<file path="config.mk">
export PLATFORM = sky130hd
export DESIGN_NAME = cause_effect_chain_latency_monitor
export DESIGN_NICKNAME = d
export VERILOG_FILES = /design/src/hw/rtl/cecl_pkg.sv /design/src/hw/rtl/cause_effect_chain_latency_monitor.sv
export SDC_FILE = /design/constraint.sdc
export NUM_CORES = 2
export LEC_CHECK = 0
export ABC_CLOCK_PERIOD_IN_PS = 15250
export BUFFER_PORTS_ARGS = -buffer_cell sky130_fd_sc_hd__buf_2
export CAP_MARGIN = 20
export CORE_MARGIN = 5
export CORE_UTILIZATION = 35
export DETAILED_ROUTE_END_ITERATION = 8
export PLACE_DENSITY = 0.61
export SLEW_MARGIN = 20
export SYNTH_ARGS = -nofsm -noshare
export SYNTH_HDL_FRONTEND = slang
export SYNTH_SLANG_ARGS = --single-unit
</file>
<file path="constraint.sdc">
create_clock -name clk -period 15.25 [get_ports clk]
set_clock_uncertainty 0.1 [all_clocks]
set_input_delay 0 -clock clk [delete_from_list [all_inputs] [get_ports clk]]
set_output_delay 0 -clock clk [all_outputs]
set_load 0.02 [all_outputs]
</file>
<file path="src/hw/rtl/cecl_pkg.sv">
// Shared constants of the cause-effect chain latency monitor.
package cecl_pkg;

    localparam int TASK_W    = 8;
    localparam int LEN_W     = 4;
    localparam int CFG_W     = 64;
    localparam int CFG_IDX_W = 1;

    localparam logic [CFG_IDX_W-1:0] REG_CHAIN_LENGTH   = 1'b0;
    localparam logic [CFG_IDX_W-1:0] REG_CHAIN_TASK_IDS = 1'b1;

    localparam logic [1:0] ST_UNREAD  = 2'd0;
    localparam logic [1:0] ST_READ    = 2'd1;
    localparam logic [1:0] ST_WRITTEN = 2'd2;

    localparam logic OP_READ  = 1'b0;
    localparam logic OP_WRITE = 1'b1;

    localparam logic KIND_AGE      = 1'b0;
    localparam logic KIND_REACTION = 1'b1;

endpackage

</file>
<file path="src/hw/rtl/cause_effect_chain_latency_monitor.sv">
// Top level of the cause-effect chain latency monitor.
//
// channel   direction  handshake                     payload
// event     in         start & !busy                 operation, task_id, time_stamp
// result    out        result_valid (one cycle)      kind, latency, last
// config    in         cfg_write                     cfg_index, cfg_data
//
// An event goes from S_IDLE through S_POS for each chain position in use to
// S_DONE; a sweep or scan of the sample table passes S_RD and S_EV per live
// sample, the scan also S_EV2 for the sample that yields both an age and a
// reaction result. The status and start memories are read and rewritten one
// slot at a time. Reset clears the sample count; no clearing pass is needed.
// Results cannot be stalled; busy is high from acceptance to the final result.
module cause_effect_chain_latency_monitor #(
    parameter int SAMPLE_DEPTH = 16,
    parameter int MAX_CHAIN    = 8,
    parameter int TIME_WIDTH   = 48
) (
    input  logic                               clk,
    input  logic                               rst_n,
    input  logic                               start,
    output logic                               busy,
    input  logic                               operation,
    input  logic [cecl_pkg::TASK_W-1:0]        task_id,
    input  logic [TIME_WIDTH-1:0]              time_stamp,
    input  logic                               cfg_write,
    input  logic [cecl_pkg::CFG_IDX_W-1:0]     cfg_index,
    input  logic [cecl_pkg::CFG_W-1:0]         cfg_data,
    output logic                               result_valid,
    output logic                               kind,
    output logic [TIME_WIDTH-1:0]              latency,
    output logic                               last
);

    localparam int SLOT_W = $clog2(SAMPLE_DEPTH);
    localparam int CNT_W  = $clog2(SAMPLE_DEPTH + 1);
    localparam int POS_W  = (MAX_CHAIN > 1) ? $clog2(MAX_CHAIN) : 1;
    localparam int STAT_W = 2 * MAX_CHAIN;
    localparam int LEN_W  = cecl_pkg::LEN_W;

    typedef enum logic [2:0] {
        S_IDLE,
        S_POS,
        S_RD,
        S_EV,
        S_EV2,
        S_DONE
    } state_t;

    logic [TIME_WIDTH-1:0] start_mem [SAMPLE_DEPTH];
    logic [STAT_W-1:0]     stat_mem  [SAMPLE_DEPTH];

    state_t                     state_reg, state_next;
    logic                       busy_reg, busy_next;
    logic [POS_W-1:0]           p_reg, p_next;
    logic                       op_reg, op_next;
    logic [cecl_pkg::TASK_W-1:0] task_reg, task_next;
    logic [TIME_WIDTH-1:0]      now_reg, now_next;
    logic [LEN_W-1:0]           len_reg, len_next;
    logic [SLOT_W-1:0]          cur_slot_reg, cur_slot_next;
    logic [CNT_W-1:0]           k_reg, k_next;
    logic                       found_reg, found_next;
    logic [CNT_W-1:0]           keep_reg, keep_next;
    logic [SLOT_W-1:0]          keep_slot_reg, keep_slot_next;
    logic [SLOT_W-1:0]          oldest_reg, oldest_next;
    logic [CNT_W-1:0]           count_reg, count_next;
    logic                       pend_valid_reg, pend_valid_next;
    logic                       pend_kind_reg, pend_kind_next;
    logic [TIME_WIDTH-1:0]      pend_lat_reg, pend_lat_next;
    logic [TIME_WIDTH-1:0]      lat_hold_reg, lat_hold_next;
    logic                       result_valid_reg, result_valid_next;
    logic                       kind_reg, kind_next;
    logic [TIME_WIDTH-1:0]      latency_reg, latency_next;
    logic                       last_reg, last_next;
    logic [LEN_W-1:0]           chain_length_reg, chain_length_next;
    logic [cecl_pkg::CFG_W-1:0] chain_ids_reg, chain_ids_next;

    logic [STAT_W-1:0]          stat_rd_reg;
    logic [TIME_WIDTH-1:0]      start_rd_reg;

    logic                       mem_stat_we;
    logic                       mem_start_we;
    logic [SLOT_W-1:0]          mem_wr_addr;
    logic [STAT_W-1:0]          mem_stat_wdata;

    logic                       pos_last;
    logic                       scan_mode;
    logic [POS_W-1:0]           p_prev;
    logic [1:0]                 st_cur;
    logic [1:0]                 st_prev;
    logic [TIME_WIDTH-1:0]      lat_now;
    logic [cecl_pkg::TASK_W-1:0] pos_task;
    logic [CNT_W-1:0]           open_cnt;
    logic [SLOT_W-1:0]          open_oldest;

    logic                       push_req;
    logic                       push_kind;
    logic [TIME_WIDTH-1:0]      push_lat;
    logic                       scan_step;
    logic                       pos_advance;

    function automatic logic [SLOT_W-1:0] slot_add(input logic [SLOT_W-1:0] a,
                                                   input logic [SLOT_W-1:0] b);
        logic [SLOT_W:0] s;
        s = {1'b0, a} + {1'b0, b};
        if (s >= (SLOT_W+1)'(SAMPLE_DEPTH))
        begin
            s = s - (SLOT_W+1)'(SAMPLE_DEPTH);
        end
        return s[SLOT_W-1:0];
    endfunction

    function automatic logic [SLOT_W-1:0] slot_inc(input logic [SLOT_W-1:0] a);
        return (a == SLOT_W'(SAMPLE_DEPTH - 1)) ? '0 : a + SLOT_W'(1);
    endfunction

    function automatic logic [SLOT_W-1:0] slot_dec(input logic [SLOT_W-1:0] a);
        return (a == '0) ? SLOT_W'(SAMPLE_DEPTH - 1) : a - SLOT_W'(1);
    endfunction

    assign pos_last  = (LEN_W'(p_reg) == len_reg - LEN_W'(1));
    assign scan_mode = (op_reg == cecl_pkg::OP_WRITE) && pos_last;
    assign p_prev    = p_reg - POS_W'(1);
    assign st_cur    = stat_rd_reg[2*p_reg +: 2];
    assign st_prev   = stat_rd_reg[2*p_prev +: 2];
    assign lat_now   = now_reg - start_rd_reg;
    assign pos_task  = chain_ids_reg[cecl_pkg::TASK_W*p_reg +: cecl_pkg::TASK_W];

    always_comb
    begin
        open_oldest = oldest_reg;
        open_cnt    = count_reg;
        if (count_reg == CNT_W'(SAMPLE_DEPTH))
        begin
            open_oldest = slot_inc(oldest_reg);
            open_cnt    = CNT_W'(SAMPLE_DEPTH - 1);
        end
    end

    always_comb
    begin
        state_next        = state_reg;
        busy_next         = busy_reg;
        p_next            = p_reg;
        op_next           = op_reg;
        task_next         = task_reg;
        now_next          = now_reg;
        len_next          = len_reg;
        cur_slot_next     = cur_slot_reg;
        k_next            = k_reg;
        found_next        = found_reg;
        keep_next         = keep_reg;
        keep_slot_next    = keep_slot_reg;
        oldest_next       = oldest_reg;
        count_next        = count_reg;
        pend_valid_next   = pend_valid_reg;
        pend_kind_next    = pend_kind_reg;
        pend_lat_next     = pend_lat_reg;
        lat_hold_next     = lat_hold_reg;
        result_valid_next = 1'b0;
        kind_next         = kind_reg;
        latency_next      = latency_reg;
        last_next         = last_reg;
        chain_length_next = chain_length_reg;
        chain_ids_next    = chain_ids_reg;

        mem_stat_we    = 1'b0;
        mem_start_we   = 1'b0;
        mem_wr_addr    = cur_slot_reg;
        mem_stat_wdata = stat_rd_reg;

        push_req    = 1'b0;
        push_kind   = cecl_pkg::KIND_AGE;
        push_lat    = lat_now;
        scan_step   = 1'b0;
        pos_advance = 1'b0;

        if (cfg_write)
        begin
            unique case (cfg_index)
                cecl_pkg::REG_CHAIN_LENGTH:   chain_length_next = cfg_data[LEN_W-1:0];
                cecl_pkg::REG_CHAIN_TASK_IDS: chain_ids_next    = cfg_data;
                default: ;
            endcase
        end

        unique case (state_reg)
            S_IDLE:
            begin
                if (start)
                begin
                    busy_next = 1'b1;
                    op_next   = operation;
                    task_next = task_id;
                    now_next  = time_stamp;
                    p_next    = '0;
                    if (chain_length_reg > LEN_W'(MAX_CHAIN))
                    begin
                        len_next = LEN_W'(MAX_CHAIN);
                    end
                    else
                    begin
                        len_next = chain_length_reg;
                    end
                    state_next = (chain_length_reg == '0) ? S_DONE : S_POS;
                end
            end

            S_POS:
            begin
                if (pos_task != task_reg)
                begin
                    pos_advance = 1'b1;
                end
                else if (op_reg == cecl_pkg::OP_READ && p_reg == '0)
                begin
                    mem_stat_we    = 1'b1;
                    mem_start_we   = 1'b1;
                    mem_wr_addr    = slot_add(open_oldest, SLOT_W'(open_cnt));
                    mem_stat_wdata = STAT_W'(cecl_pkg::ST_READ);
                    oldest_next    = open_oldest;
                    count_next     = open_cnt + CNT_W'(1);
                    pos_advance    = 1'b1;
                end
                else if (count_reg == '0)
                begin
                    pos_advance = 1'b1;
                end
                else if (scan_mode)
                begin
                    cur_slot_next = slot_add(oldest_reg, SLOT_W'(count_reg - CNT_W'(1)));
                    k_next        = count_reg;
                    found_next    = 1'b0;
                    keep_next     = '0;
                    state_next    = S_RD;
                end
                else
                begin
                    cur_slot_next = oldest_reg;
                    k_next        = '0;
                    state_next    = S_RD;
                end
            end

            S_RD:
            begin
                state_next = S_EV;
            end

            S_EV:
            begin
                if (scan_mode)
                begin
                    scan_step = 1'b1;
                    if (st_cur != cecl_pkg::ST_UNREAD)
                    begin
                        mem_stat_we                  = 1'b1;
                        mem_stat_wdata[2*p_reg +: 2] = cecl_pkg::ST_WRITTEN;
                        if (!found_reg)
                        begin
                            push_req       = 1'b1;
                            push_kind      = cecl_pkg::KIND_AGE;
                            found_next     = 1'b1;
                            keep_next      = k_reg - CNT_W'(1);
                            keep_slot_next = cur_slot_reg;
                            if (st_cur == cecl_pkg::ST_READ)
                            begin
                                lat_hold_next = lat_now;
                                scan_step     = 1'b0;
                                state_next    = S_EV2;
                            end
                        end
                        else if (st_cur == cecl_pkg::ST_READ)
                        begin
                            push_req  = 1'b1;
                            push_kind = cecl_pkg::KIND_REACTION;
                        end
                    end
                end
                else
                begin
                    mem_stat_we = 1'b1;
                    if (op_reg == cecl_pkg::OP_READ)
                    begin
                        if (st_prev == cecl_pkg::ST_WRITTEN && st_cur == cecl_pkg::ST_UNREAD)
                        begin
                            mem_stat_wdata[2*p_reg +: 2] = cecl_pkg::ST_READ;
                        end
                    end
                    else if (st_cur == cecl_pkg::ST_READ)
                    begin
                        mem_stat_wdata[2*p_reg +: 2] = cecl_pkg::ST_WRITTEN;
                    end
                    if (k_reg + CNT_W'(1) == count_reg)
                    begin
                        pos_advance = 1'b1;
                    end
                    else
                    begin
                        cur_slot_next = slot_inc(cur_slot_reg);
                        k_next        = k_reg + CNT_W'(1);
                        state_next    = S_RD;
                    end
                end
            end

            S_EV2:
            begin
                push_req  = 1'b1;
                push_kind = cecl_pkg::KIND_REACTION;
                push_lat  = lat_hold_reg;
                scan_step = 1'b1;
            end

            S_DONE:
            begin
                if (pend_valid_reg)
                begin
                    result_valid_next = 1'b1;
                    kind_next         = pend_kind_reg;
                    latency_next      = pend_lat_reg;
                    last_next         = 1'b1;
                    pend_valid_next   = 1'b0;
                end
                busy_next  = 1'b0;
                state_next = S_IDLE;
            end

            default:
            begin
                state_next = S_IDLE;
            end
        endcase

        if (scan_step)
        begin
            if (k_reg == CNT_W'(1))
            begin
                if (found_next)
                begin
                    oldest_next = keep_slot_next;
                    count_next  = count_reg - keep_next;
                end
                state_next = S_DONE;
            end
            else
            begin
                cur_slot_next = slot_dec(cur_slot_reg);
                k_next        = k_reg - CNT_W'(1);
                state_next    = S_RD;
            end
        end

        if (pos_advance)
        begin
            if (pos_last)
            begin
                state_next = S_DONE;
            end
            else
            begin
                p_next     = p_reg + POS_W'(1);
                state_next = S_POS;
            end
        end

        if (push_req)
        begin
            if (pend_valid_reg)
            begin
                result_valid_next = 1'b1;
                kind_next         = pend_kind_reg;
                latency_next      = pend_lat_reg;
                last_next         = 1'b0;
            end
            pend_valid_next = 1'b1;
            pend_kind_next  = push_kind;
            pend_lat_next   = push_lat;
        end
    end

    always_ff @(posedge clk)
    begin
        if (mem_stat_we)
        begin
            stat_mem[mem_wr_addr] <= mem_stat_wdata;
        end
        if (mem_start_we)
        begin
            start_mem[mem_wr_addr] <= now_reg;
        end
        stat_rd_reg  <= stat_mem[cur_slot_reg];
        start_rd_reg <= start_mem[cur_slot_reg];
    end

    always_ff @(posedge clk or negedge rst_n)
    begin
        if (!rst_n)
        begin
            state_reg        <= S_IDLE;
            busy_reg         <= 1'b0;
            oldest_reg       <= '0;
            count_reg        <= '0;
            pend_valid_reg   <= 1'b0;
            result_valid_reg <= 1'b0;
            chain_length_reg <= LEN_W'(1);
            chain_ids_reg    <= '0;
            p_reg            <= '0;
            found_reg        <= 1'b0;
        end
        else
        begin
            state_reg        <= state_next;
            busy_reg         <= busy_next;
            oldest_reg       <= oldest_next;
            count_reg        <= count_next;
            pend_valid_reg   <= pend_valid_next;
            result_valid_reg <= result_valid_next;
            chain_length_reg <= chain_length_next;
            chain_ids_reg    <= chain_ids_next;
            p_reg            <= p_next;
            found_reg        <= found_next;
        end
    end

    always_ff @(posedge clk)
    begin
        op_reg        <= op_next;
        task_reg      <= task_next;
        now_reg       <= now_next;
        len_reg       <= len_next;
        cur_slot_reg  <= cur_slot_next;
        k_reg         <= k_next;
        keep_reg      <= keep_next;
        keep_slot_reg <= keep_slot_next;
        pend_kind_reg <= pend_kind_next;
        pend_lat_reg  <= pend_lat_next;
        lat_hold_reg  <= lat_hold_next;
        kind_reg      <= kind_next;
        latency_reg   <= latency_next;
        last_reg      <= last_next;
    end

    assign busy         = busy_reg;
    assign result_valid = result_valid_reg;
    assign kind         = kind_reg;
    assign latency      = latency_reg;
    assign last         = last_reg;

endmodule

</file>
# Yosys cells after proc, flatten, opt, wreduce, memory -nomap -nowiden
# Memory sizes are Yosys's and may differ from the RTL's. A register that Yosys moved wholly into a read port is not among the register bits.
# Index checks and enable logic that the tools add are counted.
[word_totals]
out_inout_bits = 52
regBits = 313
ramBits = 1024
mem_count = 2
word_cells = 236
[op_classes]
addsub = 17
n_eq_ne = 24
reduce_logical = 18
magnitude_cmp = 3
shift = 6
mux = 139
bitwise = 3
[memory_table]
columns = ["name", "words", "word_bits", "rd", "rd_ports_with_merged_regs", "wr", "line_no", "source"]
rows = [
  ["start_mem", 16, 48, 1, 1, 1, "cause_effect_chain_latency_monitor.sv:50", "logic [TIME_WIDTH-1:0] start_mem [SAMPLE_DEPTH];"],
  ["stat_mem", 16, 16, 1, 1, 1, "cause_effect_chain_latency_monitor.sv:51", "logic [STAT_W-1:0] stat_mem [SAMPLE_DEPTH];"],
]
[ops]
columns = ["cell", "n"]
rows = [
  ["$mux W48", 5],
  ["$mux W16", 7],
  ["$mux W5", 22],
  ["$mux W4", 27],
  ["$shiftx A2 B34 Y16 const A", 2],
  ["$shiftx A64 B7 Y8", 1],
  ["$mux W3", 18],
  ["$sub A48 B48 Y48", 1],
  ["$mux W1", 46],
  ["$neg A4 Y34", 1],
  ["$shift A2 B34 Y16 const A", 1],
  ["$bwmux W16", 2],
  ["$pmux W16 S2", 1],
  ["$shiftx A16 B5 Y2", 2],
  ["$ne A5 B5 Y1 const B", 4],
  ["$pmux W5 S2", 2],
  ["$sub A4 B1 Y4 const B", 5],
  ["$ne A4 B4 Y1 const B", 4],
  ["$pmux W3 S5", 1],
  ["$pmux W1 S2", 7],
  ["$add A4 B4 Y5", 2],
  ["$add A5 B1 Y5 const B", 2],
  ["$ge A5 B5 Y1 const B", 2],
  ["$reduce_and A9 Y1", 1],
  ["29 further kinds", 44],
]

# Depth between registers and ports, before layout
[logic_depth]
ltp_word = 12
mapped_depth = 22

# Least setup slack after synthesis
# No wires, ideal clock.
[synth_timing]
path_kind = "reg-to-reg"
from = "register count_reg[1]"
to = "memory start_mem[0][0] (enable)"
arrival_time_ns = 5.147
path_slack_ns = 9.549
setup_ns = 0.454
path_stages_with_launch = 15
period_less_slack_ns = 5.701
t_required_ns = 14.696
path_cell_list = "dfrtp_1 > inv_1 > ha_1 > nand2_1 > nor3b_1 > clkbuf_1 > mux2_2 > ha_1 > a21o_1 > a21oi_1 > xnor2_1 > xor2_1 > nor2b_1 > nand2_1 > nor2_1"
[synth_between]
elab_chain_cells = 8
word_cells_on_any_way = 10
[synth_lines]
columns = ["element", "line_no", "source"]
rows = [
  ["start: declaration", "cause_effect_chain_latency_monitor.sv:66", "logic [CNT_W-1:0] count_reg, count_next;"],
  ["start signal: assignment", "cause_effect_chain_latency_monitor.sv:416", "count_reg <= count_next;"],
  ["$eq A5 B5 Y1", "cause_effect_chain_latency_monitor.sv:133", "if (count_reg == CNT_W'(SAMPLE_DEPTH))"],
  ["$mux W4 / $mux W5 (equally long branches)", "cause_effect_chain_latency_monitor.sv:133", ""],
  ["$add A4 B4 Y5 (*)", "cause_effect_chain_latency_monitor.sv:105", "s = {1'b0, a} + {1'b0, b};"],
  ["$sub A4 B1 Y4 / $ge A5 B5 Y1 (equally long branches)", "cause_effect_chain_latency_monitor.sv:108, cause_effect_chain_latency_monitor.sv:106", ""],
  ["$mux W4 (*)", "cause_effect_chain_latency_monitor.sv:106", "if (s >= (SLOT_W+1)'(SAMPLE_DEPTH))"],
  ["$mux W4 (*)", "cause_effect_chain_latency_monitor.sv:215", "else if (op_reg == cecl_pkg::OP_READ && p_reg == '0)"],
  ["$mux W4 (*)", "cause_effect_chain_latency_monitor.sv:211", "if (pos_task != task_reg)"],
  ["$mux W4 (*)", "cause_effect_chain_latency_monitor.sv:187", "unique case (state_reg)"],
  ["end: declaration", "cause_effect_chain_latency_monitor.sv:50", ""],
]
# Mark *: on every way between the ends. The rest lies on a longest branch, timed or not.

==> flow_summary.toml <==
[outcome]
status = "finished, final reports clean"

[critical_path]
cp_max_fo = 52
worstPathArrival_ns = 5.70
path_cells = "inv_1, nor2_1, nand3_1, nor3_2, a21oi_1, and2_2, buf_4, inv_2, buf_4"
worstSetupEndpointType = "flip-flop"
crit_required_ns = 15.55
reg2reg_slack_ns = 9.85
crit_path_max_incr_delay_ns = 0.82
path_depth = 9
cp_top_family = "simple AND/OR/NAND/NOR gates"
criticalPathCategory = "reg2reg"
setup.worst_path.start = "state_reg[1]$_DFFE_PN0P_"
cpMaxStageDelayCell = "dfrtp_1"
r2r_start = "state_reg[1]$_DFFE_PN0P_"
cpMostUsedCell = "buf_4"
start_kind = "flip-flop"
path_buf_inv = 4
ff2ff_path_depth = 9

[sta]
worst_slew_pin_slew_ns = 1.01
rsz0062_at_grt = "false"
timing.hold.ws_ns = 0.0490
timing.fmax_mhz = 185
drv_slew = 0
hold_violations = 0
setup_viol = 0
relSlewSlack_pct = 32.9
fin_crit_sh_pct = 35.4
period_needed_ns = 5.40
setup_tns_ns = 0

[cells_and_area]
largest_reg_flops = 768
nets = 3903
n_fill_cell = 14400
drive_above_1_share_pct = 24.2
area_growth_pct = 20.1

[route]
viasPerCell = 5.13
wirelength_mm = 135
firstDrtPassIters = 5
drc = 0
dr_total_vias = 30800
ant_nets = 0
avgRoutedWirePerCell_um = 22.5
drt-initial-drc-count = 3088

[logic_synthesis]
netlist_area_sq_um = 57200
synth_edf_count = 1232
synth_warnings = 0
netlist.area_leader.share_pct = 64.7
synth_nets = 3351
synthTopCellsByArea = "edfxtp_1, mux4_2, dfrtp_1"
yosys.area.top_type = "edfxtp_1"
synthArstFlopShare_pct = 6.21
synth_cells = 3147
yosysSeqAreaShare_pct = 71.3
synth_top_flop_cell = "edfxtp_1"
ys_seq_elements = 1401
syn_avg_cell_area_sq_um = 18.2
yosysUniqueCellTypes = 81

[cts]
clk-insertion-delay-late_ns = 0.79
clockBufferDepth = 3
cts_tree = "built"
cts_root_buf = "clkbuf_16"
cts_sinks = 1401
htree_num_levels = 4
path_clk_slew_ns = 0.06
numCtsBuffers = 148
post_cts_resized = 0

[floorplanning]
pin_count = 178
die_w_um = 414
rows = 148
die_h_um = 414
fp.dieArea_sq_um = 172000
core_area_sq_um = 163000
initial_core_util_pct = 35.2

[power_and_ir_drop]
power.density_nw_per_um2 = 181
leakagePower_nw = 23.5
irDropWorstVdd_v = 0.000130

[global_route]
grt_pass1_wl_mm = 205
grt_max_degree = 106
grt_pass1_vias = 31800
antenna_found_initial = 8
grt.total_usage_pct = 15.6
gr-total-overflow = 0

[run]
cap_violations = 0

[hold_path]
min-delay-path-class = "in2reg"

[placed_design]
portBuffers = 177
gp_congestion = 0.836
dp_hpwl_mm = 79.0
-- through the flow --
| step | area (sq um) | std cells | worst slack, ns | util, % | total power [mW] |
|---|---|---|---|---|---|
| floorplan | 57200 | 3147 | 9.55 | - | 7.83 |
| global placement | 60800 | 5416 | 9.80 | 37.4 | 8.92 |
| detailed placement | 60900 | 5416 | 9.64 | 37.4 | 8.95 |
| CTS | 68700 | 5997 | 9.58 | 42.3 | 12.5 |
| global route | 68700 | 6003 | 9.47 | 42.3 | 13.1 |
| finish | 68700 | 6004 | 9.85 | 42.3 | 12.4 |
-- worst min-delay path by stage --
stage	startpoint	cells past startpoint	slack (ns)	end
floorplan	rst_n	0	-0.40	busy$_DFFE_PN0P_
global placement	rst_n	1	-0.08	chain_ids_reg[22]$_DFFE_PN0P_
detailed placement	rst_n	1	-0.07	chain_ids_reg[25]$_DFFE_PN0P_
CTS	start	4	0.002	state_reg[0]$_DFFE_PN0P_
global route	start	4	0.05	state_reg[0]$_DFFE_PN0P_
finish	start	4	0.05	state_reg[0]$_DFFE_PN0P_
-- placed cells by master, fill, tap and decap left out, drive strengths merged, types with 20 or more instances in the layout --
cell	synthesis	layout
a21o	32	32
a21oi	120	120
a22oi	20	20
buf	35	240
clkbuf	110	205
clkinv	1	54
dfrtp	86	86
dfxtp	82	82
dlygate4sd3	0	307
edfxtp	1232	1232
ha	74	74
inv	92	98
mux2	85	85
mux2i	82	82
mux4	330	330
nand2	199	199
nand3	26	26
nor2	162	162
nor3	26	26
o21ai	76	76
xnor2	52	52
xor2	21	21
-- kinds of logic (layout without fill, tap and decap cells) --
logic type / Yosys count / count (layout) / synth area share (%)
compound gates: 354 / 354 / 3.97
buf+inv: 238 / 913 / 1.68
mux: 497 / 497 / 16.1
fa+ha+maj: 78 / 78 / 1.76
flops: 1401 / 1401 / 71.3
simple gates: 506 / 506 / 4.03
other cells: 0 / 7 / 0
xor+xnor: 73 / 73 / 1.12
-- worst min-delay path, stage by stage --
cell           delay [ns]
dlygate4sd3_1        0.58
buf_2                0.15
nor4_1               0.06
nor2_1               0.10
-- synth_stat cells, types with 15 or more instances --
master	instances
mux2_2	85
a31oi_1	15
inv_1	91
nand2_1	199
nand3_1	26
a21oi_1	117
nor2b_1	19
clkbuf_1	110
ha_1	74
xnor2_1	52
nor2_1	160
nor3_1	22
a21o_1	32
dfxtp_1	82
o21ai_0	61
xor2_1	21
mux2i_1	82
mux4_2	330
dfrtp_1	86
buf_1	20
edfxtp_1	1232
a22oi_1	20
-- repair_timing --
item / CTS / global route
endpoints found under the hold margin: 231 / 0
hold buffers: 308 / 0
buffers inserted: 0 / 0
-- report_power, final --
part | switching, mW | leakage [nW] | internal [mW]
registers | 0.370 | 12.9 | 4.83
logic | 2.08 | 8.34 | 1.66
clock network | 1.54 | 2.29 | 1.95
total | 3.99 | 23.5 | 8.44
-- metal layers --
metal | part of all wire, % | vias to the layer above | track usage (%)
met5 | 0 | - | 0
met4 | 2.5 | 0 | 4.70
met3 | 5.4 | 227 | 2.43
met2 | 46 | 890 | 24.1
met1 | 46 | 16100 | 22.8
li1 | - | 13600 | -
-- final cells by class --
cell class / count / area [sq um] / area share, %
clock inverters: 68 / 726 / 1.06
flip-flops and latches: 1401 / 40800 / 59.4
well taps: 2175 / 2720 / 3.96
multi-input cells: 1508 / 15600 / 22.7
clock buffers: 205 / 4030 / 5.86
inverters: 93 / 357 / 0.519
diodes: 7 / 17.5 / 0.0255
repair buffers: 547 / 4460 / 6.49
(Power assumes the default switching activity.)
